## config.mk

```make
export PLATFORM = sky130hd
export DESIGN_NAME = two_wire_bit_master_flat
export DESIGN_NICKNAME = d
export VERILOG_FILES = /design/src/rtl/core/twbm_pkg.sv /design/src/rtl/core/twbm_req_if.sv /design/src/rtl/core/twbm_phase_if.sv /design/src/rtl/core/twbm_cfg_if.sv /design/src/rtl/core/twbm_ctrl.sv /design/src/rtl/core/twbm_dp.sv /design/src/rtl/core/two_wire_bit_master.sv /design/src/flat_wrapper.sv
export SDC_FILE = /design/constraint.sdc
export NUM_CORES = 1
export LEC_CHECK = 0
export BUFFER_PORTS_ARGS = -buffer_cell sky130_fd_sc_hd__buf_2
export CAP_MARGIN = 15
export CELL_PAD_IN_SITES_DETAIL_PLACEMENT = 0
export CELL_PAD_IN_SITES_GLOBAL_PLACEMENT = 2
export CORE_MARGIN = 3
export CORE_UTILIZATION = 35
export CTS_BUF_LIST = sky130_fd_sc_hd__clkbuf_4
export CTS_CLUSTER_DIAMETER = 150
export CTS_CLUSTER_SIZE = 12
export DETAILED_ROUTE_END_ITERATION = 6
export GPL_ROUTABILITY_DRIVEN = 0
export HOLD_SLACK_MARGIN = 0.05
export PLACE_DENSITY = 0.81
export SLEW_MARGIN = 20
export SYNTH_ARGS = -nofsm -noshare
export SYNTH_HDL_FRONTEND = slang
export SYNTH_SLANG_ARGS = --single-unit
```

## constraint.sdc

```tcl
create_clock -name clk -period 4.1 [get_ports clk]
set_input_delay 0.615 -clock clk [delete_from_list [all_inputs] [get_ports clk]]
set_output_delay 0.615 -clock clk [all_outputs]
set_load 0.03 [all_outputs]
```

## src/rtl/core/twbm_pkg.sv

```systemverilog
`timescale 1ns / 1ps

package twbm_pkg;

	// Word and field widths
	localparam int WORD_W     = 32;
	localparam int PERIOD_W   = 16;
	localparam int COUNT_W    = 6;
	localparam int REQ_W      = 4;
	localparam int CFG_IDX_W  = 2;
	localparam int CFG_DATA_W = 16;

	// Defaults
	localparam int MAX_BITS_DEF = 32;
	localparam logic [PERIOD_W-1:0] PERIOD_RST = 16'd1000;
	localparam logic [COUNT_W-1:0]  COUNT_RST  = 6'd8;

	// Configuration register indexes
	localparam logic [CFG_IDX_W-1:0] CFG_PERIOD     = 2'd0;
	localparam logic [CFG_IDX_W-1:0] CFG_BIT_COUNT  = 2'd1;
	localparam logic [CFG_IDX_W-1:0] CFG_OPEN_DRAIN = 2'd2;

	// Request codes
	typedef enum logic [REQ_W-1:0] {
		REQ_START     = 4'd0,
		REQ_STOP      = 4'd1,
		REQ_WRITE     = 4'd2,
		REQ_READ      = 4'd3,
		REQ_CLK_HIGH  = 4'd4,
		REQ_CLK_LOW   = 4'd5,
		REQ_DATA_HIGH = 4'd6,
		REQ_DATA_LOW  = 4'd7,
		REQ_SAMPLE    = 4'd8,
		REQ_PULSE     = 4'd9,
		REQ_BIT_READ  = 4'd10
	} req_t;

	// Controller states; each non-idle state emits one pin phase
	typedef enum logic [3:0] {
		ST_IDLE,
		ST_START_A,
		ST_START_B,
		ST_START_C,
		ST_STOP_A,
		ST_STOP_B,
		ST_WR_LOW,
		ST_WR_HIGH,
		ST_RD_LOW,
		ST_RD_HIGH,
		ST_SINGLE,
		ST_PULSE_A,
		ST_PULSE_B,
		ST_PULSE_C
	} state_t;

	typedef struct packed {
		logic   idle;
		logic   load;
		logic   emit;
		state_t phase;
	} twbm_cmd_t;

	typedef struct packed {
		logic             req_valid;
		logic [REQ_W-1:0] req_type;
		logic             out_free;
		logic             bit_zero;
	} twbm_status_t;

endpackage

```

## src/rtl/core/twbm_req_if.sv

```systemverilog
`timescale 1ns / 1ps

interface twbm_req_if;
	logic                         valid;
	logic                         ready;
	logic [twbm_pkg::REQ_W-1:0]  req_type;
	logic [twbm_pkg::WORD_W-1:0] write_value;
	logic [twbm_pkg::WORD_W-1:0] line_bits;

	modport source (output valid, req_type, write_value, line_bits, input ready);
	modport sink   (input valid, req_type, write_value, line_bits, output ready);
endinterface

```

## src/rtl/core/twbm_phase_if.sv

```systemverilog
`timescale 1ns / 1ps

interface twbm_phase_if;
	logic                           valid;
	logic                           ready;
	logic                           clk_level;
	logic                           data_level;
	logic                           data_drive;
	logic [twbm_pkg::PERIOD_W-1:0] hold_us;
	logic [twbm_pkg::WORD_W-1:0]   read_value;
	logic                           read_valid;
	logic                           last;

	modport source (output valid, clk_level, data_level, data_drive, hold_us, read_value,
		read_valid, last, input ready);
	modport sink   (input valid, clk_level, data_level, data_drive, hold_us, read_value,
		read_valid, last, output ready);
endinterface

```

## src/rtl/core/twbm_cfg_if.sv

```systemverilog
`timescale 1ns / 1ps

interface twbm_cfg_if;
	logic                             valid;
	logic                             ready;
	logic [twbm_pkg::CFG_IDX_W-1:0]  index;
	logic [twbm_pkg::CFG_DATA_W-1:0] data;

	modport source (output valid, index, data, input ready);
	modport sink   (input valid, index, data, output ready);
endinterface

```

## src/rtl/core/twbm_ctrl.sv

```systemverilog
`timescale 1ns / 1ps

module twbm_ctrl (
	input  logic                   clk,
	input  logic                   arst_n,
	input  twbm_pkg::twbm_status_t status,
	output twbm_pkg::twbm_cmd_t    cmd
);

	twbm_pkg::state_t state_q, state_d;
	logic             idle;
	logic             emit;

	assign idle = (state_q == twbm_pkg::ST_IDLE);
	assign emit = !idle && status.out_free;

	// Hold the current phase state
	always_ff @(posedge clk or negedge arst_n) begin
		if (!arst_n) begin
			state_q <= twbm_pkg::ST_IDLE;
		end else begin
			state_q <= state_d;
		end
	end

	// Advance one phase per transfer into the output register
	always_comb begin
		state_d = state_q;
		case (state_q)
			twbm_pkg::ST_IDLE: begin
				if (status.req_valid) begin
					case (status.req_type)
						twbm_pkg::REQ_START:     state_d = twbm_pkg::ST_START_A;
						twbm_pkg::REQ_STOP:      state_d = twbm_pkg::ST_STOP_A;
						twbm_pkg::REQ_WRITE:     state_d = twbm_pkg::ST_WR_LOW;
						twbm_pkg::REQ_READ:      state_d = twbm_pkg::ST_RD_LOW;
						twbm_pkg::REQ_CLK_HIGH,
						twbm_pkg::REQ_CLK_LOW,
						twbm_pkg::REQ_DATA_HIGH,
						twbm_pkg::REQ_DATA_LOW,
						twbm_pkg::REQ_SAMPLE:    state_d = twbm_pkg::ST_SINGLE;
						twbm_pkg::REQ_PULSE,
						twbm_pkg::REQ_BIT_READ:  state_d = twbm_pkg::ST_PULSE_A;
						default:                 state_d = twbm_pkg::ST_IDLE;
					endcase
				end
			end
			twbm_pkg::ST_START_A: if (emit) state_d = twbm_pkg::ST_START_B;
			twbm_pkg::ST_START_B: if (emit) state_d = twbm_pkg::ST_START_C;
			twbm_pkg::ST_START_C: if (emit) state_d = twbm_pkg::ST_IDLE;
			twbm_pkg::ST_STOP_A:  if (emit) state_d = twbm_pkg::ST_STOP_B;
			twbm_pkg::ST_STOP_B:  if (emit) state_d = twbm_pkg::ST_IDLE;
			twbm_pkg::ST_WR_LOW:  if (emit) state_d = twbm_pkg::ST_WR_HIGH;
			twbm_pkg::ST_WR_HIGH: begin
				if (emit) state_d = status.bit_zero ? twbm_pkg::ST_IDLE : twbm_pkg::ST_WR_LOW;
			end
			twbm_pkg::ST_RD_LOW:  if (emit) state_d = twbm_pkg::ST_RD_HIGH;
			twbm_pkg::ST_RD_HIGH: begin
				if (emit) state_d = status.bit_zero ? twbm_pkg::ST_IDLE : twbm_pkg::ST_RD_LOW;
			end
			twbm_pkg::ST_SINGLE:  if (emit) state_d = twbm_pkg::ST_IDLE;
			twbm_pkg::ST_PULSE_A: if (emit) state_d = twbm_pkg::ST_PULSE_B;
			twbm_pkg::ST_PULSE_B: if (emit) state_d = twbm_pkg::ST_PULSE_C;
			twbm_pkg::ST_PULSE_C: if (emit) state_d = twbm_pkg::ST_IDLE;
			default:              state_d = twbm_pkg::ST_IDLE;
		endcase
	end

	// Drive commands to the datapath
	always_comb begin
		cmd.idle  = idle;
		cmd.load  = idle && status.req_valid;
		cmd.emit  = emit;
		cmd.phase = state_q;
	end

endmodule

```

## src/rtl/core/twbm_dp.sv

```systemverilog
`timescale 1ns / 1ps

module twbm_dp #(
	parameter int MAX_BITS = twbm_pkg::MAX_BITS_DEF
) (
	input  logic                   clk,
	input  logic                   arst_n,
	twbm_req_if.sink               req,
	twbm_phase_if.source           phase,
	twbm_cfg_if.sink               cfg,
	input  twbm_pkg::twbm_cmd_t    cmd,
	output twbm_pkg::twbm_status_t status
);

	localparam int IDX_W = $clog2(twbm_pkg::WORD_W);
	localparam logic [twbm_pkg::COUNT_W-1:0] MAX_N = twbm_pkg::COUNT_W'(MAX_BITS);
	localparam logic [twbm_pkg::WORD_W-1:0]  ALL_ONES = '1;

	// Configuration registers
	logic [twbm_pkg::PERIOD_W-1:0] period_q;
	logic [twbm_pkg::COUNT_W-1:0]  bit_count_q;

	// Bus state and per-request latches
	logic                          clock_now_q;
	logic                          data_now_q;
	logic                          drive_now_q;
	logic                          clk_first_q;
	logic                          has_result_q;
	logic [IDX_W-1:0]              idx_q;
	logic [twbm_pkg::WORD_W-1:0]   wv_q;
	logic [twbm_pkg::WORD_W-1:0]   rv_q;

	// Output register
	logic                          out_valid_q;
	logic                          out_clk_q;
	logic                          out_dl_q;
	logic                          out_dr_q;
	logic [twbm_pkg::PERIOD_W-1:0] out_hold_q;
	logic [twbm_pkg::WORD_W-1:0]   out_rv_q;
	logic                          out_rvld_q;
	logic                          out_last_q;

	logic [twbm_pkg::COUNT_W-1:0]  n_eff;
	logic [twbm_pkg::PERIOD_W-1:0] half;
	logic [twbm_pkg::WORD_W-1:0]   read_mask;
	logic                          wbit;
	logic                          bit_zero;
	logic                          out_free;
	logic                          ph_clk;
	logic                          ph_dat;
	logic                          ph_drv;
	logic [twbm_pkg::PERIOD_W-1:0] ph_hold;
	logic                          ph_rvld;
	logic                          ph_last;

	assign cfg.ready = 1'b1;
	assign req.ready = cmd.idle;

	// Clamp the word length into 1..MAX_BITS
	always_comb begin
		if (bit_count_q == '0) begin
			n_eff = twbm_pkg::COUNT_W'(1);
		end else if (bit_count_q > MAX_N) begin
			n_eff = MAX_N;
		end else begin
			n_eff = bit_count_q;
		end
	end

	assign read_mask = ALL_ONES >> (7'(twbm_pkg::WORD_W) - 7'(n_eff));
	assign half      = period_q >> 1;
	assign wbit      = wv_q[idx_q];
	assign bit_zero  = (idx_q == '0);
	assign out_free  = !out_valid_q || phase.ready;

	always_comb begin
		status.req_valid = req.valid;
		status.req_type  = req.req_type;
		status.out_free  = out_free;
		status.bit_zero  = bit_zero;
	end

	// Write configuration registers; a pad type write is accepted but not stored here
	always_ff @(posedge clk or negedge arst_n) begin
		if (!arst_n) begin
			period_q    <= twbm_pkg::PERIOD_RST;
			bit_count_q <= twbm_pkg::COUNT_RST;
		end else if (cfg.valid) begin
			case (cfg.index)
				twbm_pkg::CFG_PERIOD:     period_q <= cfg.data;
				twbm_pkg::CFG_BIT_COUNT:  bit_count_q <= cfg.data[twbm_pkg::COUNT_W-1:0];
				twbm_pkg::CFG_OPEN_DRAIN: begin
				end
				default: begin
				end
			endcase
		end
	end

	// Update bus state at request transfer to its value after the run
	always_ff @(posedge clk or negedge arst_n) begin
		if (!arst_n) begin
			clock_now_q <= 1'b0;
			data_now_q  <= 1'b1;
			drive_now_q <= 1'b0;
		end else if (cmd.load) begin
			case (req.req_type)
				twbm_pkg::REQ_START: begin
					clock_now_q <= 1'b0;
					data_now_q  <= 1'b0;
					drive_now_q <= 1'b1;
				end
				twbm_pkg::REQ_STOP: begin
					clock_now_q <= 1'b1;
					data_now_q  <= 1'b1;
					drive_now_q <= 1'b1;
				end
				twbm_pkg::REQ_WRITE: begin
					clock_now_q <= 1'b0;
					data_now_q  <= req.write_value[0];
					drive_now_q <= 1'b1;
				end
				twbm_pkg::REQ_READ: begin
					clock_now_q <= 1'b0;
					drive_now_q <= 1'b0;
				end
				twbm_pkg::REQ_CLK_HIGH:  clock_now_q <= 1'b1;
				twbm_pkg::REQ_CLK_LOW:   clock_now_q <= 1'b0;
				twbm_pkg::REQ_DATA_HIGH: begin
					data_now_q  <= 1'b1;
					drive_now_q <= 1'b1;
				end
				twbm_pkg::REQ_DATA_LOW: begin
					data_now_q  <= 1'b0;
					drive_now_q <= 1'b1;
				end
				twbm_pkg::REQ_SAMPLE:    drive_now_q <= 1'b0;
				twbm_pkg::REQ_PULSE:     clock_now_q <= 1'b0;
				twbm_pkg::REQ_BIT_READ: begin
					clock_now_q <= 1'b0;
					drive_now_q <= 1'b0;
				end
				default: begin
				end
			endcase
		end
	end

	// Latch the request payload and step the bit index
	always_ff @(posedge clk) begin
		if (cmd.load) begin
			wv_q         <= req.write_value;
			clk_first_q  <= clock_now_q;
			idx_q        <= IDX_W'(n_eff - twbm_pkg::COUNT_W'(1));
			has_result_q <= (req.req_type == twbm_pkg::REQ_READ) ||
				(req.req_type == twbm_pkg::REQ_SAMPLE) ||
				(req.req_type == twbm_pkg::REQ_BIT_READ);
			if (req.req_type == twbm_pkg::REQ_READ) begin
				rv_q <= req.line_bits & read_mask;
			end else begin
				rv_q <= {{(twbm_pkg::WORD_W-1){1'b0}}, req.line_bits[0]};
			end
		end else if (cmd.emit && ((cmd.phase == twbm_pkg::ST_WR_HIGH) ||
				(cmd.phase == twbm_pkg::ST_RD_HIGH)) && !bit_zero) begin
			idx_q <= idx_q - IDX_W'(1);
		end
	end

	// Form the pin phase for the current state
	always_comb begin
		ph_clk  = 1'b0;
		ph_dat  = 1'b0;
		ph_drv  = 1'b0;
		ph_hold = '0;
		ph_rvld = 1'b0;
		ph_last = 1'b0;
		case (cmd.phase)
			twbm_pkg::ST_START_A: begin
				ph_clk = 1'b1; ph_dat = 1'b1; ph_drv = 1'b1; ph_hold = half;
			end
			twbm_pkg::ST_START_B: begin
				ph_clk = 1'b1; ph_drv = 1'b1; ph_hold = half;
			end
			twbm_pkg::ST_START_C: begin
				ph_drv = 1'b1; ph_last = 1'b1;
			end
			twbm_pkg::ST_STOP_A: begin
				ph_clk = 1'b1; ph_drv = 1'b1; ph_hold = half;
			end
			twbm_pkg::ST_STOP_B: begin
				ph_clk = 1'b1; ph_dat = 1'b1; ph_drv = 1'b1; ph_hold = half; ph_last = 1'b1;
			end
			twbm_pkg::ST_WR_LOW: begin
				ph_dat = wbit; ph_drv = 1'b1; ph_hold = half;
			end
			twbm_pkg::ST_WR_HIGH: begin
				ph_clk = 1'b1; ph_dat = wbit; ph_drv = 1'b1; ph_hold = half;
				ph_last = bit_zero;
			end
			twbm_pkg::ST_RD_LOW: begin
				ph_hold = half;
			end
			twbm_pkg::ST_RD_HIGH: begin
				ph_clk = 1'b1; ph_hold = half; ph_last = bit_zero; ph_rvld = bit_zero;
			end
			twbm_pkg::ST_SINGLE: begin
				ph_clk  = clock_now_q;
				ph_dat  = data_now_q;
				ph_drv  = drive_now_q;
				ph_last = 1'b1;
				ph_rvld = has_result_q;
			end
			twbm_pkg::ST_PULSE_A: begin
				ph_clk  = clk_first_q;
				ph_dat  = data_now_q;
				ph_drv  = drive_now_q;
				ph_hold = period_q;
			end
			twbm_pkg::ST_PULSE_B: begin
				ph_clk  = 1'b1;
				ph_dat  = data_now_q;
				ph_drv  = drive_now_q;
				ph_hold = half;
			end
			twbm_pkg::ST_PULSE_C: begin
				ph_dat  = data_now_q;
				ph_drv  = drive_now_q;
				ph_hold = period_q;
				ph_last = 1'b1;
				ph_rvld = has_result_q;
			end
			default: begin
			end
		endcase
	end

	// Hold the phase until it is transferred
	always_ff @(posedge clk or negedge arst_n) begin
		if (!arst_n) begin
			out_valid_q <= 1'b0;
		end else if (cmd.emit) begin
			out_valid_q <= 1'b1;
		end else if (phase.ready) begin
			out_valid_q <= 1'b0;
		end
	end

	always_ff @(posedge clk) begin
		if (cmd.emit) begin
			out_clk_q  <= ph_clk;
			out_dl_q   <= ph_dat && ph_drv;
			out_dr_q   <= ph_drv;
			out_hold_q <= ph_hold;
			out_rv_q   <= ph_rvld ? rv_q : '0;
			out_rvld_q <= ph_rvld;
			out_last_q <= ph_last;
		end
	end

	assign phase.valid      = out_valid_q;
	assign phase.clk_level  = out_clk_q;
	assign phase.data_level = out_dl_q;
	assign phase.data_drive = out_dr_q;
	assign phase.hold_us    = out_hold_q;
	assign phase.read_value = out_rv_q;
	assign phase.read_valid = out_rvld_q;
	assign phase.last       = out_last_q;

endmodule

```

## src/rtl/core/two_wire_bit_master.sv

```systemverilog
// Flow: a request transfers while the controller is idle; its first pin phase passes
// the state register, then the output register; later phases load as the output frees.
// Throughput: one phase per cycle while the sink holds ready, set by the controller
// stepping one phase per state; the next request waits until the last phase is loaded.
// Reset: clock low, data released high and undriven, period 1000 us, 8 bits per word.
`timescale 1ns / 1ps

module two_wire_bit_master #(
	parameter int MAX_BITS = twbm_pkg::MAX_BITS_DEF
) (
	input  logic         clk,
	input  logic         arst_n,
	twbm_req_if.sink     req,
	twbm_phase_if.source phase,
	twbm_cfg_if.sink     cfg
);

	twbm_pkg::twbm_cmd_t    cmd;
	twbm_pkg::twbm_status_t status;

	twbm_ctrl u_ctrl (
		.clk    (clk),
		.arst_n (arst_n),
		.status (status),
		.cmd    (cmd)
	);

	twbm_dp #(
		.MAX_BITS (MAX_BITS)
	) u_dp (
		.clk    (clk),
		.arst_n (arst_n),
		.req    (req),
		.phase  (phase),
		.cfg    (cfg),
		.cmd    (cmd),
		.status (status)
	);

endmodule

```

## src/flat_wrapper.sv

```systemverilog
// flat-port wrapper written by rule: the top's interface ports become plain ports
module two_wire_bit_master_flat 
#(
	parameter int MAX_BITS = twbm_pkg::MAX_BITS_DEF
)
  (clk, arst_n, req_valid, req_req_type, req_write_value, req_line_bits, req_ready, phase_valid, phase_clk_level, phase_data_level, phase_data_drive, phase_hold_us, phase_read_value, phase_read_valid, phase_last, phase_ready, cfg_valid, cfg_index, cfg_data, cfg_ready);
  twbm_req_if req_i ();
  twbm_phase_if phase_i ();
  twbm_cfg_if cfg_i ();
  input  logic clk;
  input  logic arst_n;
  input wire logic [$bits(req_i.valid)-1:0] req_valid;
  input wire logic [$bits(req_i.req_type)-1:0] req_req_type;
  input wire logic [$bits(req_i.write_value)-1:0] req_write_value;
  input wire logic [$bits(req_i.line_bits)-1:0] req_line_bits;
  output wire logic [$bits(req_i.ready)-1:0] req_ready;
  output wire logic [$bits(phase_i.valid)-1:0] phase_valid;
  output wire logic [$bits(phase_i.clk_level)-1:0] phase_clk_level;
  output wire logic [$bits(phase_i.data_level)-1:0] phase_data_level;
  output wire logic [$bits(phase_i.data_drive)-1:0] phase_data_drive;
  output wire logic [$bits(phase_i.hold_us)-1:0] phase_hold_us;
  output wire logic [$bits(phase_i.read_value)-1:0] phase_read_value;
  output wire logic [$bits(phase_i.read_valid)-1:0] phase_read_valid;
  output wire logic [$bits(phase_i.last)-1:0] phase_last;
  input wire logic [$bits(phase_i.ready)-1:0] phase_ready;
  input wire logic [$bits(cfg_i.valid)-1:0] cfg_valid;
  input wire logic [$bits(cfg_i.index)-1:0] cfg_index;
  input wire logic [$bits(cfg_i.data)-1:0] cfg_data;
  output wire logic [$bits(cfg_i.ready)-1:0] cfg_ready;
  assign req_i.valid = req_valid;
  assign req_i.req_type = req_req_type;
  assign req_i.write_value = req_write_value;
  assign req_i.line_bits = req_line_bits;
  assign req_ready = req_i.ready;
  assign phase_valid = phase_i.valid;
  assign phase_clk_level = phase_i.clk_level;
  assign phase_data_level = phase_i.data_level;
  assign phase_data_drive = phase_i.data_drive;
  assign phase_hold_us = phase_i.hold_us;
  assign phase_read_value = phase_i.read_value;
  assign phase_read_valid = phase_i.read_valid;
  assign phase_last = phase_i.last;
  assign phase_i.ready = phase_ready;
  assign cfg_i.valid = cfg_valid;
  assign cfg_i.index = cfg_index;
  assign cfg_i.data = cfg_data;
  assign cfg_ready = cfg_i.ready;
  two_wire_bit_master #(.MAX_BITS(MAX_BITS)) u_core (.clk(clk), .arst_n(arst_n), .req(req_i), .phase(phase_i), .cfg(cfg_i));
endmodule
```

==> results.json <==
{
  "grt_overflow": 0,
  "die_height_um": 147,
  "tritoncts": "yes",
  "cts-buffers-inserted": 17,
  "timing.setup.tns_ns": 0,
  "power.ir.vdd_worst_uv": 347,
  "synth_seq_area_share": 0.644,
  "boundaryPins": 147,
  "synth_async_sr_flop_share": 0.195,
  "clkPwrFrac": 0.198,
  "cts.sink_count": 154,
  "finalWirelength_mm": 16.6,
  "dr.first_iter.drc_count": 317,
  "globalRouteTotalUtil": 0.152,
  "worst-setup-path-type": "reg2reg",
  "placement.io_buffers": 145,
  "ys.warnings.count": 0,
  "synth_edf_count": 124,
  "layout-area-overhead-vs-synth_pct": 19.2,
  "final_antenna_net_count": 0,
  "worst_path_largest_cell_delay_ns": 0.73,
  "post-synth-top-area-fraction": 0.535,
  "cts_max_path_buffers": 2,
  "result_of_the_run": "complete, no violations",
  "final_cell_mix": "145 x sky130_fd_sc_hd__buf_2, 124 x sky130_fd_sc_hd__edfxtp_1, 42 x sky130_fd_sc_hd__and3_1",
  "synth_ff_type": "sky130_fd_sc_hd__edfxtp_1",
  "postSynthRegisterBits": 154,
  "pin_count_of_the_biggest_net_entering_global_routing": 58,
  "maxCapViolCount": 0,
  "cpMaxStageDelayCell": "sky130_fd_sc_hd__a21oi_1",
  "timing.critical_path.cells": "nor4_1 -> o21a_1 -> inv_1 -> ha_1 -> nand2b_1 -> o311ai_0 -> a21oi_1 -> o211ai_1 -> nor3_1",
  "post_cts_buffers": 0,
  "cp_max_fo": 11,
  "holdCritPathClass": "in2async",
  "detailroute.via_count": 4739,
  "tightestPinTransition_ns": 0.856,
  "timing.final.crit_share": 0.755,
  "leading_cell_types_by_total_area_after_synthesis": "sky130_fd_sc_hd__edfxtp_1 54%, sky130_fd_sc_hd__dfrtp_1 7.9%, sky130_fd_sc_hd__mux2_2 4.2%, sky130_fd_sc_hd__and3_1 3.8%, sky130_fd_sc_hd__dfstp_2 3.0%",
  "power.share.sequential": 0.448,
  "worst_skew_pair.late_latency_ns": 0.57,
  "avgViaCountPerCell": 5.11,
  "mappedNetlistNets": 613,
  "mappedNetlistArea_um2": 6960,
  "largest_clock_skew_in_the_final_design_ns": 0.0179,
  "fp.dieArea_um2": 21600,
  "postCtsHoldBufs": 0,
  "number_of_antenna_violations_at_the_first_check_in_global_routing": 2,
  "critical_path.endpoint_type": "flip-flop",
  "timing.final.crit_period_ns": 3.10,
  "p_int_mw": 3.58,
  "worst_setup_margin_ns": 1.00,
  "layout-drive-gt1-share": 0.342,
  "syn_inst": 516,
  "layout.nets": 750,
  "cell_taking_the_most_area_after_synthesis": "sky130_fd_sc_hd__edfxtp_1",
  "initial_core_util": 0.364,
  "rsz_0062_raised_after_global_routing": "no",
  "drt_drc_violations_left": 0,
  "h-tree-depth": 4,
  "pre_cts_slack_ns": 1.10,
  "p_leak_nw": 3.47,
  "syn_avg_cell_area_um2": 13.5,
  "timing.max_slew.rel_slack": 0.430,
  "setup_violators_final": 0,
  "drt_first_pass_iters": 5,
  "power.density_nw_per_um2": 706,
  "number_of_pins_exceeding_their_max_slew_limit_in_the_final_report": 0,
  "grt_first_pass_wirelength_mm": 25.7,
  "critical_path_arrival_ns": 3.50,
  "net_sw_power_mw": 2.28,
  "detailedPlacementHpwl_mm": 11.8,
  "clock_slew_seen_by_the_registers_of_the_worst_setup_and_hold_paths_ns": 0.15,
  "first_global_vias": 4735,
  "share_comb_of_total_power": 0.354,
  "worst_r2r_path_depth": 9,
  "ys_types": 65,
  "final-hold-violation-count": 0,
  "die_x_um": 147,
  "core_region_area_um2": 19100,
  "layout.cells.most_common": "sky130_fd_sc_hd__buf_2",
  "routedWlPerCell_um": 17.8,
  "cp.required_ns": 4.51,
  "critical_path.startpoint_type": "flip-flop",
  "cts.root.buffer_cell": "sky130_fd_sc_hd__clkbuf_4",
  "fp-row-count": 50,
  "post_cts.resized_instances": 0,
  "max_freq_mhz": 323,
  "power_switching_share": 0.389
}
synthesized netlist by cell type, types with 3 or more instances:
master,instances
sky130_fd_sc_hd__and3_1,42
sky130_fd_sc_hd__xor2_1,3
sky130_fd_sc_hd__ha_1,6
sky130_fd_sc_hd__a21oi_1,25
sky130_fd_sc_hd__edfxtp_1,124
sky130_fd_sc_hd__buf_6,4
sky130_fd_sc_hd__nor2_1,21
sky130_fd_sc_hd__nand4_1,3
sky130_fd_sc_hd__dfstp_2,8
sky130_fd_sc_hd__or3_1,6
sky130_fd_sc_hd__a31oi_1,3
sky130_fd_sc_hd__a22o_1,16
sky130_fd_sc_hd__nor3_1,13
sky130_fd_sc_hd__nor2b_1,6
sky130_fd_sc_hd__o21ai_0,21
sky130_fd_sc_hd__and2_1,5
sky130_fd_sc_hd__mux4_1,4
sky130_fd_sc_hd__nand3b_1,3
sky130_fd_sc_hd__o211a_1,7
sky130_fd_sc_hd__clkbuf_1,24
sky130_fd_sc_hd__mux2i_1,13
sky130_fd_sc_hd__buf_2,4
sky130_fd_sc_hd__nand3_1,12
sky130_fd_sc_hd__nand2_1,26
sky130_fd_sc_hd__nand2b_1,8
sky130_fd_sc_hd__inv_1,12
sky130_fd_sc_hd__mux2_2,26
sky130_fd_sc_hd__dfrtp_1,22
state kept, by name, indices dropped and copies added, names as in the netlist, 4 cells and up:
signal / cells
u_core.u_dp.phase.read_value: 32
u_core.u_dp.rv_q: 32
u_core.u_dp.wv_q: 32
u_core.u_dp.period_q: 16
u_core.u_dp.phase.hold_us: 16
u_core.u_dp.bit_count_q: 6
u_core.u_dp.idx_q: 5
u_core.u_ctrl.state_q: 4
per-layer routing:
metal	GRT usage	up-vias	part of all wire
li1	-	2249	-
met1	0.203	2298	0.45
met3	0.0423	22	0.062
met2	0.238	168	0.47
met5	0	-	0.00060
met4	0.0568	2	0.020
power by group through the flow:
| stage | Sequential, mW | Clock, mW | Combinational, mW |
|---|---|---|---|
| after global placement | 2.65 | 0 | 2.08 |
| after detailed placement | 2.67 | 0 | 2.09 |
| after global routing | 2.69 | 1.25 | 2.25 |
| after CTS | 2.64 | 1.19 | 2.10 |
| final | 2.63 | 1.16 | 2.07 |
| after floorplan | 3.04 | 0 | 1.08 |
worst max-delay path: cells and delay by family (launching register included):
family	cells	cell delay, ns
compound gates	4	1.37
fa+ha+maj	1	0.31
buf+inv	1	0.08
flops	1	0.64
simple gates	3	0.55
through the flow:
stage,util,instance area [µm²],std cells,power (mW),hold WS (ns)
after detailed placement,0.414,7920,894,4.76,0.518
after floorplan,-,6960,516,4.12,0.319
after global routing,0.433,8300,928,6.19,0.0714
after global placement,0.414,7920,894,4.73,0.493
final,0.433,8300,928,5.86,0.0936
after CTS,0.433,8290,926,5.93,0.0554
logic make-up after synthesis:
group,after synthesis,synth area share
xor+xnor,5,0.00629
simple gates,156,0.125
fa+ha+maj,6,0.0108
compound gates,102,0.103
other cells,1,0.000539
flops,154,0.644
mux,44,0.0791
buf+inv,48,0.0315
area by class of cell:
class                           count  area [µm²]
Inverter                           13        48.8
Timing Repair Buffer              153         786
Multi-Input combinational cell    314        2280
Tap cell                          260         325
Sequential cell                   154        4480
Fill cell                        1836       10800
Clock inverter                     14         234
Clock buffer                       18         135
Antenna cell                        2        5.00
final timing paths:
| kind | from | to | slack (ns) |
|---|---|---|---|
| worst max-delay path | u_core.u_dp.bit_count_q[3]$_DFFE_PN1P_ | u_core.u_dp.rv_q[19]$_SDFFCE_PP0P_ | 1.00 |
| worst min-delay path | arst_n | u_core.u_dp.clock_now_q$_DFFE_PN0P_ | 0.09 |
| worst max register to register | u_core.u_dp.bit_count_q[3]$_DFFE_PN1P_ | u_core.u_dp.rv_q[19]$_SDFFCE_PP0P_ | 1.00 |
| worst min register to register | u_core.u_dp.period_q[0]$_DFFE_PN0P_ | u_core.u_dp.period_q[0]$_DFFE_PN0P_ | 0.54 |
| max in group asynchronous | arst_n | u_core.u_dp.period_q[13]$_DFFE_PN0P_ | 3.53 |
| min in group clk | req_write_value[19] | u_core.u_dp.wv_q[19]$_DFFE_PP_ | 0.20 |
(Power assumes the default switching activity.)
